[src/hdl/u2u_pkg.sv]
// ----------------------------------------------------------------------------
// u2u_pkg
// Types and constants shared by the UTF-8 to UTF-16 transcoder modules.
// ----------------------------------------------------------------------------
package u2u_pkg;

    // Input transaction: one UTF-8 byte
    typedef struct packed {
        logic [7:0] data_byte;
        logic       end_of_stream;
    } t_in_item;

    // Output transaction: one UTF-16 code unit
    typedef struct packed {
        logic [15:0] code_unit;
        logic        last_unit;
    } t_out_item;

    localparam int unsigned MaxUnits = 4;

    // All code units caused by one input byte, in emit order
    typedef struct packed {
        logic [1:0]                   last_idx;
        logic [MaxUnits-1:0][15:0]    units;
    } t_bundle;

    localparam logic [1:0] NeedTwo   = 2'd1;
    localparam logic [1:0] NeedThree = 2'd2;
    localparam logic [1:0] NeedFour  = 2'd3;

    localparam logic [7:0]  ContMask   = 8'b1100_0000;
    localparam logic [7:0]  ContTag    = 8'b1000_0000;
    localparam logic [7:0]  Lead2Limit = 8'b1110_0000;
    localparam logic [7:0]  Lead3Limit = 8'b1111_0000;
    localparam logic [7:0]  Lead4Limit = 8'b1111_1000;

    localparam logic [20:0] MinTwo     = 21'h00080;
    localparam logic [20:0] MinThree   = 21'h00800;
    localparam logic [20:0] MinFour    = 21'h10000;
    localparam logic [20:0] MaxCode    = 21'h10FFFF;
    localparam logic [15:0] HighBase   = 16'hD800;
    localparam logic [15:0] LowBase    = 16'hDC00;

endpackage

[src/hdl/utf8_to_utf16_transcoder.sv]
// ----------------------------------------------------------------------------
// utf8_to_utf16_transcoder
// UTF-8 byte stream in, UTF-16 code units out.
// ----------------------------------------------------------------------------
// Input channel (i_valid/o_ready, i_data): one UTF-8 byte per transaction,
// with end_of_stream on the final byte of a stream.
// Output channel (o_valid/i_ready, o_data): one UTF-16 code unit per
// transaction; last_unit marks the final unit caused by an input byte.
// A byte causes zero to four units: a lead or middle continuation byte
// causes none unless it ends the stream, a completed four-byte sequence
// causes a surrogate pair, and invalid sequences are flushed as Latin-1
// units. The first unit of a byte is offered from the queue head. The
// decoder takes one byte per cycle while the queue is not full; the output
// side drains one unit per cycle while the receiver is ready, so sustained
// rate is set by the output port when bytes expand to more than one unit.
// A queue of QUEUE_DEPTH decoded bundles sits between decoder and output;
// when the receiver stalls, the queue fills and o_ready drops.
// Reset clears the pending sequence and empties the queue.
// ----------------------------------------------------------------------------
module utf8_to_utf16_transcoder #(
    parameter int unsigned QUEUE_DEPTH = 4
) (
    input  logic               i_clk,
    input  logic               i_rst_n,
    input  logic               i_valid,
    output logic               o_ready,
    input  u2u_pkg::t_in_item  i_data,
    output logic               o_valid,
    input  logic               i_ready,
    output u2u_pkg::t_out_item o_data
);
    import u2u_pkg::*;

    logic    push;
    logic    pop;
    logic    full;
    logic    empty;
    t_bundle bundle;
    t_bundle head;

    u2u_front u_front (
        .i_clk    (i_clk),
        .i_rst_n  (i_rst_n),
        .i_valid  (i_valid),
        .o_ready  (o_ready),
        .i_data   (i_data),
        .i_full   (full),
        .o_push   (push),
        .o_bundle (bundle)
    );

    u2u_queue #(
        .DEPTH (QUEUE_DEPTH)
    ) u_queue (
        .i_clk    (i_clk),
        .i_rst_n  (i_rst_n),
        .i_push   (push),
        .i_bundle (bundle),
        .i_pop    (pop),
        .o_head   (head),
        .o_full   (full),
        .o_empty  (empty)
    );

    u2u_back u_back (
        .i_clk   (i_clk),
        .i_rst_n (i_rst_n),
        .i_empty (empty),
        .i_head  (head),
        .o_pop   (pop),
        .o_valid (o_valid),
        .i_ready (i_ready),
        .o_data  (o_data)
    );

endmodule

[src/hdl/u2u_front.sv]
// ----------------------------------------------------------------------------
// u2u_front
// Accepts UTF-8 bytes, tracks the pending sequence and decodes each byte
// into a bundle of zero to four UTF-16 code units for the queue.
// ----------------------------------------------------------------------------
module u2u_front (
    input  logic              i_clk,
    input  logic              i_rst_n,
    input  logic              i_valid,
    output logic              o_ready,
    input  u2u_pkg::t_in_item i_data,
    input  logic              i_full,
    output logic              o_push,
    output u2u_pkg::t_bundle  o_bundle
);
    import u2u_pkg::*;

    logic [7:0]       r_lead, n_lead;
    logic [1:0][7:0]  r_tail, n_tail;
    logic [1:0]       r_need, n_need;
    logic [1:0]       r_have, n_have;

    logic [MaxUnits-1:0][15:0] units;
    logic [2:0]                cnt;
    logic                      accept;

    assign o_ready = ~i_full;
    assign accept  = i_valid & ~i_full;

    always_comb begin
        logic [7:0]  b;
        logic [20:0] c;
        logic [20:0] minv;
        logic [20:0] off;
        logic        do_fresh;
        logic        do_flush;

        b        = i_data.data_byte;
        n_lead   = r_lead;
        n_tail   = r_tail;
        n_need   = r_need;
        n_have   = r_have;
        units    = '0;
        cnt      = '0;
        c        = '0;
        minv     = MinFour;
        off      = '0;
        do_fresh = 1'b0;
        do_flush = 1'b0;

        if (r_need != 2'd0) begin
            if ((b & ContMask) == ContTag) begin
                if ({1'b0, r_have} + 3'd1 < {1'b0, r_need}) begin
                    n_tail[r_have[0]] = b;
                    n_have            = r_have + 2'd1;
                end else begin
                    // last continuation: assemble code point
                    if (r_need == NeedTwo) begin
                        c    = {16'd0, r_lead[4:0]};
                        minv = MinTwo;
                    end else if (r_need == NeedThree) begin
                        c    = {17'd0, r_lead[3:0]};
                        minv = MinThree;
                    end else begin
                        c    = {18'd0, r_lead[2:0]};
                        minv = MinFour;
                    end
                    if (r_have != 2'd0) c = {c[14:0], r_tail[0][5:0]};
                    if (r_have >= 2'd2) c = {c[14:0], r_tail[1][5:0]};
                    c = {c[14:0], b[5:0]};

                    if (c < minv || c > MaxCode) begin
                        // overlong or out of range: everything as Latin-1
                        do_flush = 1'b1;
                    end else if (c >= MinFour) begin
                        off = c - MinFour;
                        units[cnt[1:0]] = HighBase + {6'd0, off[19:10]};
                        cnt = cnt + 3'd1;
                        units[cnt[1:0]] = LowBase + {6'd0, c[9:0]};
                        cnt = cnt + 3'd1;
                    end else begin
                        units[cnt[1:0]] = c[15:0];
                        cnt = cnt + 3'd1;
                    end
                    n_lead = '0;
                    n_tail = '0;
                    n_need = '0;
                    n_have = '0;
                end
            end else begin
                do_flush = 1'b1;
                do_fresh = 1'b1;
            end
        end else begin
            do_fresh = 1'b1;
        end

        if (do_flush) begin
            units[cnt[1:0]] = {8'h00, r_lead};
            cnt = cnt + 3'd1;
            if (r_have != 2'd0) begin
                units[cnt[1:0]] = {8'h00, r_tail[0]};
                cnt = cnt + 3'd1;
            end
            if (r_have >= 2'd2) begin
                units[cnt[1:0]] = {8'h00, r_tail[1]};
                cnt = cnt + 3'd1;
            end
            n_lead = '0;
            n_tail = '0;
            n_need = '0;
            n_have = '0;
            // invalid completion also emits the current byte
            if (!do_fresh) begin
                units[cnt[1:0]] = {8'h00, b};
                cnt = cnt + 3'd1;
            end
        end

        if (do_fresh) begin
            if (b < Lead2Limit && b >= 8'hC0) begin
                n_lead = b;
                n_need = NeedTwo;
                n_have = '0;
            end else if (b >= Lead2Limit && b < Lead3Limit) begin
                n_lead = b;
                n_need = NeedThree;
                n_have = '0;
            end else if (b >= Lead3Limit && b < Lead4Limit) begin
                n_lead = b;
                n_need = NeedFour;
                n_have = '0;
            end else begin
                // ASCII, stray continuation or bad lead
                units[cnt[1:0]] = {8'h00, b};
                cnt = cnt + 3'd1;
            end
        end

        // end of stream: flush whatever is still pending
        if (i_data.end_of_stream && n_need != 2'd0) begin
            units[cnt[1:0]] = {8'h00, n_lead};
            cnt = cnt + 3'd1;
            if (n_have != 2'd0) begin
                units[cnt[1:0]] = {8'h00, n_tail[0]};
                cnt = cnt + 3'd1;
            end
            if (n_have >= 2'd2) begin
                units[cnt[1:0]] = {8'h00, n_tail[1]};
                cnt = cnt + 3'd1;
            end
            n_lead = '0;
            n_tail = '0;
            n_need = '0;
            n_have = '0;
        end
    end

    assign o_push            = accept & (cnt != 3'd0);
    assign o_bundle.units    = units;
    assign o_bundle.last_idx = 2'(cnt - 3'd1);

    always_ff @(posedge i_clk) begin
        if (!i_rst_n) begin
            r_lead <= '0;
            r_tail <= '0;
            r_need <= '0;
            r_have <= '0;
        end else if (accept) begin
            r_lead <= n_lead;
            r_tail <= n_tail;
            r_need <= n_need;
            r_have <= n_have;
        end
    end

endmodule

[src/hdl/u2u_queue.sv]
// ----------------------------------------------------------------------------
// u2u_queue
// Small FIFO of decoded bundles between the decoder and the serializer.
// ----------------------------------------------------------------------------
module u2u_queue #(
    parameter int unsigned DEPTH = 4
) (
    input  logic             i_clk,
    input  logic             i_rst_n,
    input  logic             i_push,
    input  u2u_pkg::t_bundle i_bundle,
    input  logic             i_pop,
    output u2u_pkg::t_bundle o_head,
    output logic             o_full,
    output logic             o_empty
);
    import u2u_pkg::*;

    localparam int unsigned AW = $clog2(DEPTH);
    localparam int unsigned CW = $clog2(DEPTH + 1);

    t_bundle         r_mem [DEPTH];
    logic [AW-1:0]   r_wr, n_wr;
    logic [AW-1:0]   r_rd, n_rd;
    logic [CW-1:0]   r_count, n_count;
    logic            do_push, do_pop;

    assign o_full  = (r_count == CW'(DEPTH));
    assign o_empty = (r_count == '0);
    assign o_head  = r_mem[r_rd];
    assign do_push = i_push & ~o_full;
    assign do_pop  = i_pop & ~o_empty;

    always_comb begin
        n_wr    = r_wr;
        n_rd    = r_rd;
        n_count = r_count;
        if (do_push) n_wr = (r_wr == AW'(DEPTH - 1)) ? '0 : r_wr + 1'b1;
        if (do_pop)  n_rd = (r_rd == AW'(DEPTH - 1)) ? '0 : r_rd + 1'b1;
        if (do_push && !do_pop) n_count = r_count + 1'b1;
        else if (!do_push && do_pop) n_count = r_count - 1'b1;
    end

    always_ff @(posedge i_clk) begin
        if (!i_rst_n) begin
            r_wr    <= '0;
            r_rd    <= '0;
            r_count <= '0;
        end else begin
            r_wr    <= n_wr;
            r_rd    <= n_rd;
            r_count <= n_count;
        end
    end

    always_ff @(posedge i_clk) begin
        if (do_push) begin
            r_mem[r_wr] <= i_bundle;
        end
    end

endmodule

[src/hdl/u2u_back.sv]
// ----------------------------------------------------------------------------
// u2u_back
// Serializes the queue head bundle into one code unit per transaction.
// ----------------------------------------------------------------------------
module u2u_back (
    input  logic               i_clk,
    input  logic               i_rst_n,
    input  logic               i_empty,
    input  u2u_pkg::t_bundle   i_head,
    output logic               o_pop,
    output logic               o_valid,
    input  logic               i_ready,
    output u2u_pkg::t_out_item o_data
);
    import u2u_pkg::*;

    logic [1:0] r_idx;
    logic       is_last;
    logic       take;

    assign o_valid          = ~i_empty;
    assign is_last          = (r_idx == i_head.last_idx);
    assign take             = o_valid & i_ready;
    assign o_pop            = take & is_last;
    assign o_data.code_unit = i_head.units[r_idx];
    assign o_data.last_unit = is_last;

    always_ff @(posedge i_clk) begin
        if (!i_rst_n) begin
            r_idx <= '0;
        end else if (take) begin
            r_idx <= is_last ? 2'd0 : r_idx + 2'd1;
        end
    end

endmodule
[config.mk]
export PLATFORM = sky130hd
export DESIGN_NAME = utf8_to_utf16_transcoder
export DESIGN_NICKNAME = d
export VERILOG_FILES = /design/src/hdl/u2u_pkg.sv /design/src/hdl/utf8_to_utf16_transcoder.sv /design/src/hdl/u2u_front.sv /design/src/hdl/u2u_queue.sv /design/src/hdl/u2u_back.sv
export SDC_FILE = /design/constraint.sdc
export NUM_CORES = 1
export LEC_CHECK = 0
export ABC_AREA = 0
export BUFFER_PORTS_ARGS = -buffer_cell sky130_fd_sc_hd__buf_2
export CAP_MARGIN = 20
export CORE_UTILIZATION = 35
export CTS_BUF_LIST = sky130_fd_sc_hd__clkbuf_8
export CTS_CLUSTER_DIAMETER = 40
export CTS_CLUSTER_SIZE = 30
export DETAILED_ROUTE_END_ITERATION = 16
export HOLD_SLACK_MARGIN = 0.06
export PLACE_DENSITY = 0.61
export SYNTH_ARGS = -nofsm -noshare
export SYNTH_HDL_FRONTEND = slang
export SYNTH_SLANG_ARGS = --single-unit
[constraint.sdc]
create_clock -name i_clk -period 18.5 [get_ports i_clk]
set_input_delay 2.775 -clock i_clk [delete_from_list [all_inputs] [get_ports i_clk]]
set_output_delay 2.775 -clock i_clk [all_outputs]
set_load 0.02 [all_outputs]
==> qor.yml, run 1 <==
run_status:
  status: "finished, final reports clean"
final_layout:
  layout_commonest_cell: "edfxtp_1"
  nets: 1312
  syn_to_final_growth_pct: 8.74
  stdcell_count: 1784
  final_cell_mix: "edfxtp_1, nand2_1, nand3_1, o21ai_0"
  drive_above_1_share_pct: 16.2
die:
  die_h_um: 198
  ios: 32
  rows: 71
  coreArea_sq_um: 37800
  die_area_sq_um: 39200
  die_x_um: 198
  initial_core_util_pct: 35.6
placement:
  post-place-ws_ns: 6.56
  place.gp.congestion: 1.02
  port_buffers: 31
  place_hpwl_um: 30900
  dp.cells: 1731
setup_path:
  slowest_delay_ns: 0.68
  cp-start-kind: "input port"
  cp_data_required_time_ns: 19.02
  end_kind: "flip-flop"
  cpMostUsedCell: "ha_1"
  critPathKind: "in -> reg"
  worstPathArrival_ns: 12.12
  worst-path-max-fanout: 14
  cp_slowest_cell: "nor2b_1"
pwr:
  ir_drop_uv: 51.7
  p_leak_nw: 4.91
  p_per_area_nw_per_um2: 89.4
  p_switching_mw: 0.411
  p_int_mw: 0.897
  p_seq_share_pct: 46.5
  p_clk_share_pct: 31.8
  p_total_mw: 1.31
  comb_power_share_pct: 21.8
  swShare_pct: 31.4
sta:
  slew_headroom_pct: 24.8
  worst_clock_skew_ns: 0.0345
  worst_slack_ns: 6.90
  min_period_ns: 11.60
  hold_slack_ns: 0.507
  fmax_ghz: 0.0862
  worstMarginPinSlew_ns: 1.12
  hold_viol: 0
  rsz0062_at_grt: "false"
  slew_violations: 0
  fin_crit_sh_pct: 62.7
  setup_tns_ns: 0
  setup_viol_count_final: 0
routing:
  drt-pass1-iter-count: 6
  ant_nets: 0
  wl_per_cell_um: 24.2
  drtIter0Drc: 1298
  num_vias: 10800
  drt-total-wl_um: 43100
  viasPerCell: 6.05
  drc_errors: 0
cts:
  root_buffer: "clkbuf_8"
  hold_buffers: 0
  clockBufferDepth: 3
  cts_sinks: 219
  clock_latency_ns: 0.61
  postCtsSetupRepairBufs: 0
  clk_pin_slew_ns: 0.08
  htreeDepth: 1
  numCtsBuffers: 28
  tritoncts: "built"
  post_cts_resized: 0
synth:
  ys_async_sr_fraction_pct: 0
  ys_seq_elements: 219
  synth-edff-count: 180
  synthesis.nets: 1327
  avgSynthCellArea_sq_um: 10.6
  ys_dominant_reg_cell: "edfxtp_1"
  synthesis.area_sq_um: 13400
  ys_seq_area_share_pct: 46.0
  synth_cell_types: 98
  syn_inst: 1265
  synth.yosys.warnings: 0
grt:
  grt_pass1_vias: 10000
  track_usage_pct: 22.0
  grt_pass1_wl_um: 64100
  grt_max_degree: 46
  gr-total-overflow: 0
  antenna_found_initial: 1
flow_run:
  max_cap_viol_count: 0
hold_path:
  hold_path_class: "reg -> reg"
==> state kept, by name (all words and copies together), names as in the netlist, named ones only <==
| signal | flops |
|---|---|
| u_front.r_need | 2 |
| u_queue.r_rd | 2 |
| u_queue.r_count | 3 |
| u_front.r_have | 2 |
| u_queue.r_wr | 2 |
| u_front.r_lead | 8 |
| u_front.r_tail | 16 |
| u_queue.r_mem | 180 |
| u_back.r_idx | 2 |
==> routing by layer <==
metal  GRT usage [%]  up-vias  part of all wire, %
met4            8.90        0                  4.1
met1            31.3     5221                   43
met3            4.43      116                  9.7
met5               0        -                    0
met2            32.5      653                   43
li1                -     4795                    -
==> Yosys cell counts, types with 20 or more instances <==
| master | number | area share, % |
|---|---|---|
| a31oi_1 | 21 | 0.98 |
| a21oi_1 | 76 | 2.8 |
| nor2_1 | 75 | 2.1 |
| mux2i_1 | 20 | 1.5 |
| nand3_1 | 117 | 4.4 |
| nand2_1 | 133 | 3.7 |
| nor3_1 | 21 | 0.78 |
| edfxtp_1 | 180 | 40 |
| ha_1 | 47 | 4.4 |
| nor2b_1 | 21 | 0.98 |
| dfxtp_1 | 39 | 5.8 |
| o21ai_0 | 91 | 3.4 |
| clkbuf_1 | 69 | 1.9 |
| mux4_2 | 53 | 8.9 |
| a21boi_0 | 20 | 1.1 |
| inv_1 | 31 | 0.87 |
==> logic make-up (layout without fill, tap and decap cells) <==
logic type | count (synthesis) | count (layout) | synth area share [%]
buffers and inverters | 128 | 135 | 4.51
adder cells (fa/ha/maj) | 49 | 49 | 4.67
multiplexers | 78 | 78 | 10.8
other | 0 | 1 | 0
flip-flops | 219 | 219 | 46.0
AO/OA/AOI/OAI | 351 | 351 | 18.0
AND/OR/NAND/NOR | 428 | 428 | 15.2
XOR/XNOR | 12 | 12 | 0.782
==> power groups by stage <==
stage | clock network [mW] | registers [mW] | logic (mW)
2_1_floorplan | 0 | 0.600 | 0.215
3_3_place_gp | 0 | 0.618 | 0.286
3_5_place_dp | 0 | 0.620 | 0.288
4_1_cts | 0.425 | 0.609 | 0.289
5_1_grt | 0.442 | 0.614 | 0.308
6_report | 0.415 | 0.607 | 0.285
==> through the flow <==
step | util, % | instance area [sq um]
after floorplan | - | 13400
after global placement | 36.9 | 13900
after detailed placement | 36.9 | 13900
after CTS | 38.7 | 14600
after global routing | 38.7 | 14600
final | 38.7 | 14600
==> critical path, delay by kind of cell <==
kind                     cells  cell delay (ns)
AO/OA/AOI/OAI                6             1.70
XOR/XNOR                     2             0.24
adder cells (fa/ha/maj)      8             2.69
buffers and inverters        4             0.54
multiplexers                 1             0.49
AND/OR/NAND/NOR             14             3.67
==> worst paths after layout <==
kind / start / to / slack (ns) / depth (start not counted)
max: i_data[8] / u_queue.r_count[2]$_SDFFE_PN0P_ / 6.90 / 35
min: u_queue.r_wr[1]$_SDFFE_PN0P_ / u_queue.r_wr[1]$_SDFFE_PN0P_ / 0.51 / 2
max reg2reg: u_front.r_have[0]$_SDFFE_PN0P_ / u_queue.r_count[2]$_SDFFE_PN0P_ / 7.26 / 38
min reg2reg: u_queue.r_wr[1]$_SDFFE_PN0P_ / u_queue.r_wr[1]$_SDFFE_PN0P_ / 0.51 / 2
==> final cells by class <==
class / count / area [sq um]
clock buffer: 28 / 385
clock inverter: 24 / 313
antenna: 1 / 2.50
tap: 511 / 639
sequential: 219 / 6190
multi-input combinational: 918 / 6660
inverter: 33 / 125
fill: 3672 / 23100
timing repair buffer: 50 / 298
Note: power is estimated with default switching activity, not from simulation.
==> inputs of run 2 (changes only) <==
- PLACE_DENSITY: 0.61 -> 0.62
- clock period: 18.5 -> 10.3 ns (I/O delays scaled with it)
==> run 2 against run 1 <==
  * Via count grew 0.88%
  * Critical path depth is 6 higher
  * Sequential share of layout area shrank 0.48 points
  * Hold slack lost 0.0082 ns
  * Non-clock buffer count up 15
  * Clock power increased by 77%
  * Die area did not move
  * Critical endpoint unchanged
  * Highest routed layer unchanged
==> qor.yml, run 2 (synthesized netlist as in run 1, its figures left out) <==
routing:
  top_layer_used: "met4"
  ant_nets: 0
  dr_wl_met2_um: 19200
  drt-pass1-iter-count: 6
  num_vias: 10900
  viasPerCell: 6.03
  drc_errors: 0
  wl_met1_um: 19200
  drt-total-wl_um: 44100
  wl_per_cell_um: 24.5
  wl_met3_um: 4070
  drtIter0Drc: 1231
placement:
  place.gp.congestion: 0.976
  port_buffers: 31
  place_hpwl_um: 31800
  postPlaceCellArea_sq_um: 14100
  dp.cells: 1745
final_layout:
  n_fill_cell: 3673
  nets: 1329
  final_core_util_pct: 39.2
  largest_registers: "u_queue.r_mem (180), u_front.r_tail (16), u_front.r_lead (8)"
  drive_above_1_share_pct: 17.1
  stdcell_count: 1804
  layout_commonest_cell: "edfxtp_1"
  syn_to_final_growth_pct: 10.0
  final_area_sq_um: 14800
  regMostFlops: "u_queue.r_mem"
  largest_reg_flops: 180
  final_cell_mix: "edfxtp_1, nand2_1, nand3_1, o21ai_0, nor2_1"
setup_path:
  cp_data_required_time_ns: 10.83
  rr_worst_depth: 41
  cp-start-kind: "flip-flop"
  slowest_delay_ns: 0.43
  cp_slowest_cell: "o31a_1"
  cp.depth: 41
  critPathKind: "reg -> reg"
  end_kind: "flip-flop"
  worstPathArrival_ns: 10.17
  crit_family: "adder cells"
  cpMostUsedCell: "ha_1"
  worst-path-max-fanout: 16
  critPathBufInv: 7
die:
  die_area_sq_um: 39200
  die_h_um: 198
  initial_core_util_pct: 35.6
  ios: 32
  rows: 71
  coreArea_sq_um: 37800
  die_x_um: 198
cts:
  cts_sinks: 219
  htreeDepth: 1
  postCtsSetupRepairBufs: 0
  root_buffer: "clkbuf_8"
  numCtsBuffers: 30
  clockBufferDepth: 3
  hold_buffers: 0
  clk_pin_slew_ns: 0.08
  tritoncts: "built"
  clock_latency_ns: 0.60
  post_cts_resized: 0
grt:
  antenna_found_initial: 1
  grt_pass1_wl_um: 66200
  grt_max_degree: 46
  track_usage_pct: 22.6
  grt_pass1_vias: 10200
  gr-total-overflow: 0
hold_path:
  hold_path_class: "reg -> reg"
  min_path_cells: 2
flow_run:
  max_cap_viol_count: 0
sta:
  fmax_ghz: 0.104
  min_period_ns: 9.64
  hold_slack_ns: 0.499
  slew_headroom_pct: 30.4
  worst_clock_skew_ns: 0.0151
  setup_viol_count_final: 0
  hold_viol: 0
  slew_violations: 0
  worstMarginPinSlew_ns: 1.04
  fin_crit_sh_pct: 93.6
pwr:
  p_leak_nw: 5.01
  ir_drop_uv: 98.5
  p_per_area_nw_per_um2: 159
  p_total_mw: 2.35
run_status:
  status: "finished, final reports clean"
[run 2: final timing paths]
kind                                     endpoint  slack [ns]                           start
setup reg to reg  u_queue.r_count[2]$_SDFFE_PN0P_        0.66  u_front.r_have[0]$_SDFFE_PN0P_
hold reg to reg                         flip-flop        0.50    u_queue.r_rd[0]$_SDFFE_PN0P_
hold / removal                          flip-flop        0.50    u_queue.r_rd[0]$_SDFFE_PN0P_
setup / recovery  u_queue.r_count[2]$_SDFFE_PN0P_        0.66  u_front.r_have[0]$_SDFFE_PN0P_
[run 2: final cells by class]
type                       instances  area (sq um)  area share, %
sequential                       219          6190           41.9
clock inverter                    26           258           1.74
clock buffer                      30           413           2.79
antenna                            2          5.00         0.0338
multi-input combinational        918          6670           45.1
tap                              511           639           4.32
inverter                          33           125          0.846
timing repair buffer              65           480           3.25
[run 2: worst register-to-register path, delay by kind of cell (launching register included)]
family | cells | cell delay [ns]
XOR/XNOR | 2 | 0.27
multiplexers | 2 | 0.53
buffers and inverters | 7 | 1.07
AND/OR/NAND/NOR | 13 | 2.42
adder cells (fa/ha/maj) | 9 | 2.72
AO/OA/AOI/OAI | 8 | 2.16
flip-flops | 1 | 0.41
[run 2: report_power, final]
part           internal [mW]  leakage, nW  switching (mW)
logic                  0.217         2.62           0.312
registers               1.04         2.05          0.0513
clock network          0.369        0.343           0.365
total                   1.63         5.01           0.729
[run 2: stage by stage]
step | setup slack (ns) | setup TNS (ns)
after global routing | -0.00637 | -0.00637
after floorplan | 0.931 | 0
after CTS | 0.589 | 0
after global placement | 0.850 | 0
final | 0.657 | 0
after detailed placement | 0.508 | 0
[run 2: per-layer routing]
layer / track usage (%) / vias up
li1: - / 4826
met1: 32.4 / 5297
met2: 33.9 / 640
met3: 4.43 / 117
met4: 7.90 / 0
met5: 0 / -
